<file path="src/ldt_pkg.sv">
`timescale 1ns / 1ps
// Shared constants and width helpers for the linear detrend block.
// No dependencies; ldt_front, ldt_back and the top level import this package.
package ldt_pkg;

  localparam int MAX_LEN_DEF     = 64;
  localparam int SAMPLE_BITS_DEF = 16;

  // residual format: Q17.8
  localparam int RES_W  = 26;
  localparam int FRAC_W = 8;
  localparam logic signed [RES_W-1:0] RES_MAX = {1'b0, {(RES_W-1){1'b1}}};
  localparam logic signed [RES_W-1:0] RES_MIN = {1'b1, {(RES_W-1){1'b0}}};

  // two sample banks: one filling, one draining
  localparam int NUM_BANKS = 2;
  localparam int BANK_W    = 1;

  function automatic int cnt_w(input int max_len);
    return $clog2(max_len + 1);
  endfunction

  function automatic int idx_w(input int max_len);
    return $clog2(max_len);
  endfunction

  function automatic int sum_w(input int max_len, input int sample_bits);
    return sample_bits + idx_w(max_len) + 1;
  endfunction

  function automatic int wsum_w(input int max_len, input int sample_bits);
    return sample_bits + 2 * idx_w(max_len) + 1;
  endfunction

  // job descriptor: {bank, n, sum, weighted sum}
  function automatic int job_w(input int max_len, input int sample_bits);
    return BANK_W + cnt_w(max_len) + sum_w(max_len, sample_bits)
           + wsum_w(max_len, sample_bits);
  endfunction

endpackage

</file>
<file path="src/ldt_div.sv">
`timescale 1ns / 1ps
// Restoring divider, one quotient bit per cycle, with an up-front check
// for quotients that do not fit QUO_W bits. No package dependencies.
module ldt_div #(
  parameter int NUM_W = 52,
  parameter int DEN_W = 21,
  parameter int QUO_W = 26
) (
  input  logic             clk,
  input  logic             rst,
  input  logic             start,
  input  logic [NUM_W-1:0] num,
  input  logic [DEN_W-1:0] den,
  output logic             busy,
  output logic             done,
  output logic [QUO_W-1:0] quo,
  output logic             ovf
);

  localparam int HI_W   = NUM_W - QUO_W;
  localparam int CMP_W  = (HI_W > DEN_W) ? HI_W : DEN_W;
  localparam int STEP_W = $clog2(QUO_W + 1);

  logic [CMP_W-1:0]  hi_ext, den_ext;
  logic [DEN_W-1:0]  rem, dsr;
  logic [QUO_W-1:0]  low;
  logic [DEN_W:0]    trial, trial_sub;
  logic [STEP_W-1:0] steps;
  logic              ge, too_big;

  assign hi_ext    = CMP_W'(num[NUM_W-1:QUO_W]);
  assign den_ext   = CMP_W'(den);
  // quotient >= 2^QUO_W exactly when the upper part is not below the divisor
  assign too_big   = (hi_ext >= den_ext);
  assign trial     = {rem, low[QUO_W-1]};
  assign ge        = (trial >= {1'b0, dsr});
  assign trial_sub = trial - {1'b0, dsr};

  always_ff @(posedge clk) begin
    if (rst) begin
      busy  <= 1'b0;
      done  <= 1'b0;
      steps <= '0;
    end else begin
      done <= 1'b0;
      if (start) begin
        steps <= STEP_W'(QUO_W);
        busy  <= !too_big;
        done  <= too_big;
      end else if (busy) begin
        steps <= steps - 1'b1;
        if (steps == STEP_W'(1)) begin
          busy <= 1'b0;
          done <= 1'b1;
        end
      end
    end
  end

  always_ff @(posedge clk) begin
    if (start) begin
      dsr <= den;
      low <= num[QUO_W-1:0];
      rem <= hi_ext[DEN_W-1:0];
      quo <= '0;
      ovf <= too_big;
    end else if (busy) begin
      rem <= ge ? trial_sub[DEN_W-1:0] : trial[DEN_W-1:0];
      quo <= {quo[QUO_W-2:0], ge};
      low <= low << 1;
    end
  end

  a_start_idle: assert property (@(posedge clk) disable iff (rst) start |-> !busy)
    else $error("divider started while busy");

endmodule

</file>
<file path="src/ldt_back.sv">
`timescale 1ns / 1ps
// Back end: takes a series job, fits the line and emits one rounded,
// saturated residual per stored sample. Uses ldt_pkg and ldt_div.
module ldt_back #(
  parameter int MAX_LEN     = ldt_pkg::MAX_LEN_DEF,
  parameter int SAMPLE_BITS = ldt_pkg::SAMPLE_BITS_DEF
) (
  input  logic                                 clk,
  input  logic                                 rst,
  input  logic                                 q_empty,
  output logic                                 q_pop,
  input  logic [ldt_pkg::job_w(MAX_LEN, SAMPLE_BITS)-1:0] job,
  output logic [ldt_pkg::BANK_W+ldt_pkg::idx_w(MAX_LEN)-1:0] rd_addr,
  input  logic signed [SAMPLE_BITS-1:0]        rd_data,
  output logic                                 out_valid,
  input  logic                                 out_stall,
  output logic signed [ldt_pkg::RES_W-1:0]     residual,
  output logic                                 last_res,
  output logic                                 ser_done
);

  import ldt_pkg::*;

  localparam int CW   = cnt_w(MAX_LEN);
  localparam int IW   = idx_w(MAX_LEN);
  localparam int SW   = sum_w(MAX_LEN, SAMPLE_BITS);
  localparam int WW   = wsum_w(MAX_LEN, SAMPLE_BITS);
  localparam int N2W  = 2 * CW;
  localparam int DW   = 3 * CW;
  localparam int NMW  = SW + CW + 1;
  localparam int LW   = SAMPLE_BITS + IW + CW + 3;
  localparam int KW   = CW + 3;
  localparam int YDW  = SAMPLE_BITS + DW + 1;
  localparam int SNW  = SW + N2W + 1;
  localparam int LKW  = LW + KW;
  localparam int MW1  = (YDW > SNW) ? YDW : SNW;
  localparam int MW   = (MW1 > LKW) ? MW1 : LKW;
  localparam int DFW  = MW + 2;
  localparam int NW   = DFW + FRAC_W;

  localparam int STATE_W = 4;
  localparam logic [STATE_W-1:0] S_IDLE  = 4'd0;
  localparam logic [STATE_W-1:0] S_PREP1 = 4'd1;
  localparam logic [STATE_W-1:0] S_PREP2 = 4'd2;
  localparam logic [STATE_W-1:0] S_PREP3 = 4'd3;
  localparam logic [STATE_W-1:0] S_READ  = 4'd4;
  localparam logic [STATE_W-1:0] S_MUL   = 4'd5;
  localparam logic [STATE_W-1:0] S_DIFF  = 4'd6;
  localparam logic [STATE_W-1:0] S_ABS   = 4'd7;
  localparam logic [STATE_W-1:0] S_START = 4'd8;
  localparam logic [STATE_W-1:0] S_DIV   = 4'd9;
  localparam logic [STATE_W-1:0] S_OUT   = 4'd10;

  logic [STATE_W-1:0] state, state_next;

  logic [BANK_W-1:0]     j_bank, bank;
  logic [CW-1:0]         j_n, n;
  logic signed [SW-1:0]  j_sum, ssum;
  logic signed [WW-1:0]  j_wsum, wsum;
  logic                  one;

  logic [N2W-1:0]         nn1;
  logic signed [NMW-1:0]  nm1s;
  logic [DW-1:0]          dd;
  logic signed [LW-1:0]   lin;
  logic signed [SNW-1:0]  snn;
  logic [IW-1:0]          t;
  logic signed [KW-1:0]   kv, k3;
  logic signed [YDW-1:0]  ydd;
  logic signed [LKW-1:0]  lk3;
  logic signed [DFW-1:0]  diff;
  logic [DFW-1:0]         absd;
  logic                   neg;

  logic                   div_start, div_busy, div_done, div_ovf, big;
  logic [NW-1:0]          div_num;
  logic [RES_W-1:0]       div_q;
  logic signed [RES_W-1:0] sat_val;
  logic                   xfer;

  assign {j_bank, j_n, j_sum, j_wsum} = job;

  assign q_pop    = (state == S_IDLE) && !q_empty;
  assign rd_addr  = {bank, t};
  assign xfer     = out_valid && !out_stall;
  assign ser_done = xfer && last_res;

  // time offset 2t - n + 1, times 3
  assign kv = KW'($signed({1'b0, t, 1'b0})) - KW'($signed({1'b0, n})) + KW'(1);
  assign k3 = (kv <<< 1) + kv;

  // residual * 256 * D, rounded: add D/2 to the magnitude before dividing
  assign div_start = (state == S_START);
  assign div_num   = {absd, {FRAC_W{1'b0}}} + NW'(dd >> 1);

  assign big     = div_ovf || div_q[RES_W-1];
  assign sat_val = neg ? RES_MIN : RES_MAX;

  ldt_div #(
    .NUM_W (NW),
    .DEN_W (DW),
    .QUO_W (RES_W)
  ) u_div (
    .clk   (clk),
    .rst   (rst),
    .start (div_start),
    .num   (div_num),
    .den   (dd),
    .busy  (div_busy),
    .done  (div_done),
    .quo   (div_q),
    .ovf   (div_ovf)
  );

  always_comb begin
    state_next = state;
    unique case (state)
      S_IDLE:  if (!q_empty) state_next = S_PREP1;
      S_PREP1: state_next = S_PREP2;
      S_PREP2: state_next = S_PREP3;
      S_PREP3: state_next = S_READ;
      S_READ:  state_next = S_MUL;
      S_MUL:   state_next = S_DIFF;
      S_DIFF:  state_next = S_ABS;
      S_ABS:   state_next = S_START;
      S_START: state_next = S_DIV;
      S_DIV:   if (div_done) state_next = S_OUT;
      S_OUT: begin
        if (xfer) begin
          state_next = last_res ? S_IDLE : S_READ;
        end
      end
      default: state_next = S_IDLE;
    endcase
  end

  always_ff @(posedge clk) begin
    if (rst) begin
      state     <= S_IDLE;
      out_valid <= 1'b0;
      t         <= '0;
    end else begin
      state <= state_next;
      if (state == S_DIV && div_done) begin
        out_valid <= 1'b1;
      end else if (xfer) begin
        out_valid <= 1'b0;
      end
      if (state == S_PREP3) begin
        t <= '0;
      end else if (xfer && !last_res) begin
        t <= t + 1'b1;
      end
    end
  end

  always_ff @(posedge clk) begin
    unique case (state)
      S_IDLE: begin
        bank <= j_bank;
        n    <= j_n;
        ssum <= j_sum;
        wsum <= j_wsum;
        one  <= (j_n == CW'(1));
      end
      S_PREP1: begin
        nn1  <= n * n - 1'b1;
        nm1s <= $signed({1'b0, n - 1'b1}) * ssum;
      end
      S_PREP2: begin
        dd  <= n * nn1;
        lin <= (LW'(wsum) <<< 1) - LW'(nm1s);
      end
      S_PREP3: snn <= ssum * $signed({1'b0, nn1});
      S_MUL: begin
        ydd <= rd_data * $signed({1'b0, dd});
        lk3 <= lin * k3;
      end
      S_DIFF: diff <= DFW'(ydd) - DFW'(snn) - DFW'(lk3);
      S_ABS: begin
        neg  <= diff[DFW-1];
        absd <= diff[DFW-1] ? $unsigned(-diff) : $unsigned(diff);
      end
      S_DIV: begin
        if (div_done) begin
          if (one) begin
            residual <= '0;
          end else if (big) begin
            residual <= sat_val;
          end else begin
            residual <= neg ? $signed(-div_q) : $signed(div_q);
          end
          last_res <= (CW'(t) == n - 1'b1);
        end
      end
      default: ;
    endcase
  end

  a_out_held: assert property (@(posedge clk) disable iff (rst)
    (state == S_OUT) |-> out_valid)
    else $error("residual state without a valid result");
  a_div_done_state: assert property (@(posedge clk) disable iff (rst)
    div_done |-> (state == S_DIV))
    else $error("divider finished outside the divide state");
  a_div_busy_state: assert property (@(posedge clk) disable iff (rst)
    div_busy |-> (state == S_DIV))
    else $error("divider running outside the divide state");

endmodule

</file>
<file path="config.mk">
export PLATFORM = sky130hd
export DESIGN_NAME = ldt_back
export DESIGN_NICKNAME = d
export VERILOG_FILES = /design/src/ldt_pkg.sv /design/src/ldt_div.sv /design/src/ldt_back.sv
export SDC_FILE = /design/constraint.sdc
export NUM_CORES = 2
export LEC_CHECK = 0
export BUFFER_PORTS_ARGS = -buffer_cell sky130_fd_sc_hd__buf_4
export CAP_MARGIN = 40
export CORE_ASPECT_RATIO = 1.75
export CORE_UTILIZATION = 60
export CTS_CLUSTER_SIZE = 8
export DETAILED_ROUTE_END_ITERATION = 12
export GPL_ROUTABILITY_DRIVEN = 1
export PLACE_DENSITY = 0.77
export SYNTH_ARGS = -nofsm -noshare
export SYNTH_HDL_FRONTEND = slang
export SYNTH_HIERARCHICAL = 1
export SYNTH_SLANG_ARGS = --single-unit
</file>
<file path="constraint.sdc">
create_clock -name clk -period 12.6 [get_ports clk]
set_clock_uncertainty 0.05 [all_clocks]
set_input_delay 2.52 -clock clk [delete_from_list [all_inputs] [get_ports clk]]
set_output_delay 2.52 -clock clk [all_outputs]
set_load 0.1 [all_outputs]
</file>
== Yosys cells after proc, flatten, opt, wreduce, memory -nomap -nowiden ==
Index checks and enable logic that the tools add are counted.

* Output and inout port bits: 37
* Input port bits: 80
* Register bits: 506
* Logic and storage cells: 109

* Equality and inequality tests: 16
* Mux-type cells: 24
* Order comparisons: 2
* Reduce and logical (&&, ||, !) cells: 17
* Multipliers: 6
* Add/sub/neg operators: 14

{| class="wikitable"
|+ Operators with widths
! kind !! number
|-
| 26-bit 2-to-1 mux || 5
|-
| 21-bit 2-to-1 mux || 3
|-
| 52-bit by 20-bit adder with 52-bit output || 1
|-
| 44-bit negation || 1
|-
| 4-bit case mux with 11 select lines || 1
|-
| 43-bit 2-to-1 mux || 1
|-
| 39-bit by 42-bit subtractor with 43-bit output || 1
|-
| 32-bit by 10-bit multiplier with 42-bit output || 1
|-
| 38-bit by 38-bit subtractor with 39-bit output || 1
|-
| 16-bit by 22-bit multiplier with 38-bit output || 1
|-
| 23-bit by 15-bit multiplier with 38-bit output || 1
|-
| 30-bit by 31-bit subtractor with 32-bit output || 1
|-
| 8-bit by 23-bit multiplier with 31-bit output || 1
|-
| 26-bit by 21-bit greater-or-equal comparator with 1-bit output || 1
|-
| 26-bit negation || 1
|-
| 22-bit by 21-bit greater-or-equal comparator with 1-bit output || 1
|-
| 7-bit by 14-bit multiplier with 21-bit output || 1
|-
| 21-bit subtractor || 1
|-
| 4-bit by 3-bit == test with 1-bit output (second input constant) || 4
|-
| 7-bit by 7-bit multiplier with 14-bit output || 1
|-
| 14-bit by 1-bit subtractor with 14-bit output (second input constant) || 1
|-
| 4-bit == test (second input constant) || 3
|-
| 4-bit 2-to-1 mux || 3
|-
| 10-bit by 9-bit adder with 10-bit output || 1
|-
| other kinds (23) || 42
|}

== Longest topological paths before layout ==
* Depth in word-level cells: 4
* Gate-level depth with buffers: 38
* Mapped depth without buffers: 35

== Hierarchy ==
The synthesis kept the hierarchy.

{| class="wikitable"
|+ Modules (own cells, without submodules)
! module !! area each (sq um) !! cells each !! instances !! sequential area each (sq um)
|-
| ldt_back || 63,880.0 || 6,645 || 1 || 11,961.5
|-
| ldt_div || 5,899.4 || 567 || 1 || 2,732.6
|}

== Least setup slack after synthesis ==
Ideal clock, no wire load.

* Path type: register to output
* Start point: register state[2]
* End point: output port q_pop
* Buffers on the path: 1
* Data arrival time: 8,183 ps
* Cell stages (with the launch flop): 4
* Path slack: 1,847 ps
* Required time: 10,030 ps
* Cells stage by stage: dfxtp_1 clkbuf_1 nor4_1 nor2b_1

* Cells in the longest elaborated chain, start to end: 2

{| class="wikitable"
|+ RTL lines
! what !! line !! RTL
|-
| start, declared || ldt_back.sv:54 || <nowiki>logic [STATE_W-1:0] state, state_next;</nowiki>
|-
| start signal, assigned || ldt_back.sv:143 || <nowiki>state <= state_next;</nowiki>
|-
| 4-bit logical NOT || ldt_back.sv:83 || <nowiki>assign q_pop = (state == S_IDLE) && !q_empty;</nowiki>
|-
| 1-bit logical AND || ldt_back.sv:83 ||
|-
| end, declared || ldt_back.sv:11 || <nowiki>output logic q_pop,</nowiki>
|}

Every way passes these cells.

== Worst setup path in the final report ==
* Start point: register n[3]
* End point: register lk3[39] (data pin)

* Cells in the longest elaborated chain, start to end: 4

{| class="wikitable"
|+ RTL lines
! what !! line !! RTL
|-
| start, declared || ldt_back.sv:57 || <nowiki>logic [CW-1:0] j_n, n;</nowiki>
|-
| start signal, assigned || ldt_back.sv:161 || <nowiki>n <= j_n;</nowiki>
|-
| 7-bit by 7-bit subtractor with 8-bit output || ldt_back.sv:89 || <nowiki>assign kv = KW'($signed({1'b0, t, 1'b0})) - KW'($signed({1'b0, n})) + KW'(1);</nowiki>
|-
| 8-bit by 2-bit adder with 9-bit output || ldt_back.sv:89 ||
|-
| 10-bit by 9-bit adder with 10-bit output || ldt_back.sv:90 || <nowiki>assign k3 = (kv <<< 1) + kv;</nowiki>
|-
| 32-bit by 10-bit multiplier with 42-bit output || ldt_back.sv:177 || <nowiki>lk3 <= lin * k3;</nowiki>
|-
| end signal, assigned || ldt_back.sv:177 ||
|-
| end, declared || ldt_back.sv:70 || <nowiki>logic signed [LKW-1:0] lk3;</nowiki>
|}

Every way passes these cells.
A chain may end at the register's enable or synchronous reset.

==> metrics.yaml <==
hold_path.class: "flip-flop to flip-flop"
core_region_area_sq_um: 115000
critPathLaunch: "n[3]"
use_met3_pct: 3.78
setup-tns-final_ns: 0
ys.flop_type: "edfxtp_1"
post-route-util_pct: 64.6
mappedNetlistArea_sq_um: 69800
yosysWarnings: 6
cts_hold_buffers: 0
ys_ff_latch: 504
drt_pass1_iterations: 8
synthCells: 7212
synth-async-reset-ratio_pct: 0
antenna_found_initial: 4
critPathCaptureType: "flip-flop"
yosysUniqueCellTypes: 93
totalWireLength_um: 178000
postCtsSetupBuffers: 0
crit_top_cell: "fa_1"
cpMaxStageDelayCell: "edfxtp_1"
grt_pass1_vias: 55100
crit_type: "flip-flop to flip-flop"
numCtsBuffers: 73
drive_gt1_share_pct: 5.06
regToRegSetupSlack_ns: 1.57
syn_avg_cell_area_sq_um: 9.68
synth_edf_count: 460
rr_worst_depth: 32
r2r_end: "lk3[39]"
clockBufferDepth: 3
max_freq_mhz: 90.6
maxCapViolCount: 0
fin_crit_ns: 11.03
register_area_sq_um: 14700
hold_depth: 0
worstPathArrival_ns: 11.38
setup-violations-final: 0
fin_nets: 8960
holdPathEnd: "absd[0]"
clock-sinks: 504
via_per_inst: 5.75
min_from: "diff[0]"
r2r-start: "n[3]"
detail-route-antenna-nets: 0
outcome: "complete, no violations"
rows: 165
top_usage_layer: "met2"
post_drt_wl_per_cell_um: 20.4
min_period_over_period_pct: 87.6
worst_setup_path_start_kind: "flip-flop"
syn_nets: 8970
critical-path-max-stage-delay_ns: 0.90
start_util_pct: 60.5
clk_pin_slew_worst_paths_ns: 0.05
use_met2_pct: 59.2
dr.first_iter.drc_count: 2724
drv_slew: 0
grt_max_degree: 68
num_vias: 50200
synthToLayoutAreaGrowth_pct: 6.85
relSlewSlack_pct: 34.2
grt_overflow: 0
drcViolationCount: 0
die_area_sq_um: 118000
rsz0062_at_grt: "no"
grtUsageMet1_pct: 31.3
cp_max_fo: 33
insertion_delay_ns: 0.67
numPortBuffers: 116
ys_seq_area_share_pct: 21.1
cts_tree: "yes"
fillerInstances: 9202
worstMarginPinSlew_ns: 0.977
multi_input_area_sq_um: 48900
h-tree-depth: 3
grt_usage_pct: 31.6
die_x_um: 260
required_ns: 12.94
die_height_um: 453
io_pins: 117
ctsResizeCount: 0
dp_hpwl_um: 144000
routabilityCongestion: 0.975
cts_root_buf: "clkbuf_16"
hold_viol: 0
grt_first_pass_wirelength_um: 286000
-- registers in the layout, indices dropped and copies added, names as in the netlist, 23 cells and up --
signal and cells:
u_div/quo 26, ssum 23, wsum 29, lk3 42
u_div/low 26, snn 38, diff 43, residual 26
nm1s 31, ydd 38, lin 32, absd 44
-- kinds of logic (layout without fill, tap and decap cells) --
group                    after synthesis  in the layout  synth area share [%]
AO/OA/AOI/OAI                        827            827                  7.71
XOR/XNOR                             378            378                  4.74
other                                  1              2               0.00537
multiplexers                          66             66                 0.995
AND/OR/NAND/NOR                     2063           2063                  14.6
adder cells (fa/ha/maj)             1678           1678                  41.7
buffers and inverters               1695           1718                  9.16
flip-flops                           504            504                  21.1
-- layer usage --
layer  share of wire, %  wire length, um
met5              0.023               41
met4                8.5            15200
met3                4.5             7970
met2                 55            97300
met1                 32            57800
-- cell usage in the layout, fill, tap and decap left out, types with 37 or more instances in the layout --
cell | Yosys | layout
a21o_1 | 121 | 121
a21oi_1 | 256 | 256
and2_1 | 418 | 418
buf_4 | 1 | 187
clkbuf_16 | 0 | 73
dfxtp_1 | 44 | 43
edfxtp_1 | 460 | 460
fa_1 | 1079 | 1078
ha_1 | 599 | 599
inv_1 | 1404 | 1404
mux2i_1 | 39 | 39
nand2_1 | 749 | 749
nand2b_1 | 95 | 95
nand3_1 | 68 | 68
nand4_1 | 39 | 39
nor2_1 | 312 | 308
nor2b_1 | 167 | 167
nor3_1 | 67 | 63
o21a_1 | 37 | 37
o21ai_0 | 149 | 149
xnor2_1 | 277 | 269
xor2_1 | 101 | 99
-- Yosys cell counts (5+ instances only) --
cell type,count,area share [%]
buf_1,30,0.16
edfxtp_1,460,20
a41oi_1,6,0.075
nand2b_1,95,0.85
a2111oi_0,11,0.14
clkbuf_1,249,1.3
fa_1,1079,31
inv_1,1404,7.6
nand4_1,39,0.35
xor2_1,101,1.3
a21oi_1,256,1.8
and2_1,418,3.7
o21ai_0,149,1.1
nor4_1,21,0.19
or2_2,10,0.090
nor3b_1,15,0.16
nor2b_1,167,1.5
buf_2,6,0.043
o211a_1,5,0.072
a211oi_1,30,0.32
o211ai_1,24,0.26
o21bai_1,26,0.28
a21o_1,121,1.3
and4_1,9,0.11
mux2_2,27,0.44
mux2i_1,39,0.56
a21boi_0,10,0.11
nor3_1,67,0.48
or3_1,24,0.22
and3_1,33,0.30
o41ai_1,15,0.19
o221ai_1,5,0.063
a221oi_1,8,0.10
o22a_1,15,0.19
o31ai_1,28,0.30
ha_1,599,11
nand2_1,749,4.0
o21a_1,37,0.40
dfxtp_1,44,1.3
nand3_1,68,0.49
a211o_1,10,0.13
a31oi_1,24,0.22
or4_1,10,0.11
xnor2_1,277,3.5
nor2_1,312,1.7
-- per-stage QoR --
stage / setup WS [ns] / hold WS, ns / area, sq um / std cells
after global placement: 1.88 / 0.414 / 72100 / 8614
after detailed placement: 1.61 / 0.433 / 72500 / 8630
after floorplan: 1.85 / 0.374 / 69800 / 7212
final: 1.57 / 0.447 / 74600 / 8739
after global routing: 0.908 / 0.459 / 74600 / 8738
after CTS: 1.57 / 0.446 / 74600 / 8738
-- worst max-delay path, delay by kind of cell, from the launching register on --
family | cells | cell delay [ns]
simple gates | 7 | 1.63
buf+inv | 5 | 0.95
xor+xnor | 3 | 0.56
flops | 1 | 0.90
compound gates | 9 | 3.21
fa+ha+maj | 8 | 3.42
-- cell type report --
| class | count | area share [%] |
|---|---|---|
| multi-input cells | 5013 | 65.5 |
| flip-flops and latches | 504 | 19.7 |
| inverters | 1407 | 7.08 |
| clock buffers | 100 | 2.59 |
| well taps | 1503 | 2.52 |
| repair buffers | 203 | 2.34 |
| clock inverters | 8 | 0.216 |
| diodes | 1 | 0.00336 |
-- worst max-delay path by stage --
stage,to,slack (ns)
2_1_floorplan,q_pop,1.85
3_3_place_gp,lk3[39],1.88
3_5_place_dp,lk3[39],1.61
4_1_cts,lk3[39],1.57
5_1_grt,lk3[39],0.91
6_report,lk3[39],1.57
Power is not shown: default switching activity piles up to over one toggle a cycle in this logic, so the estimate is an artifact.
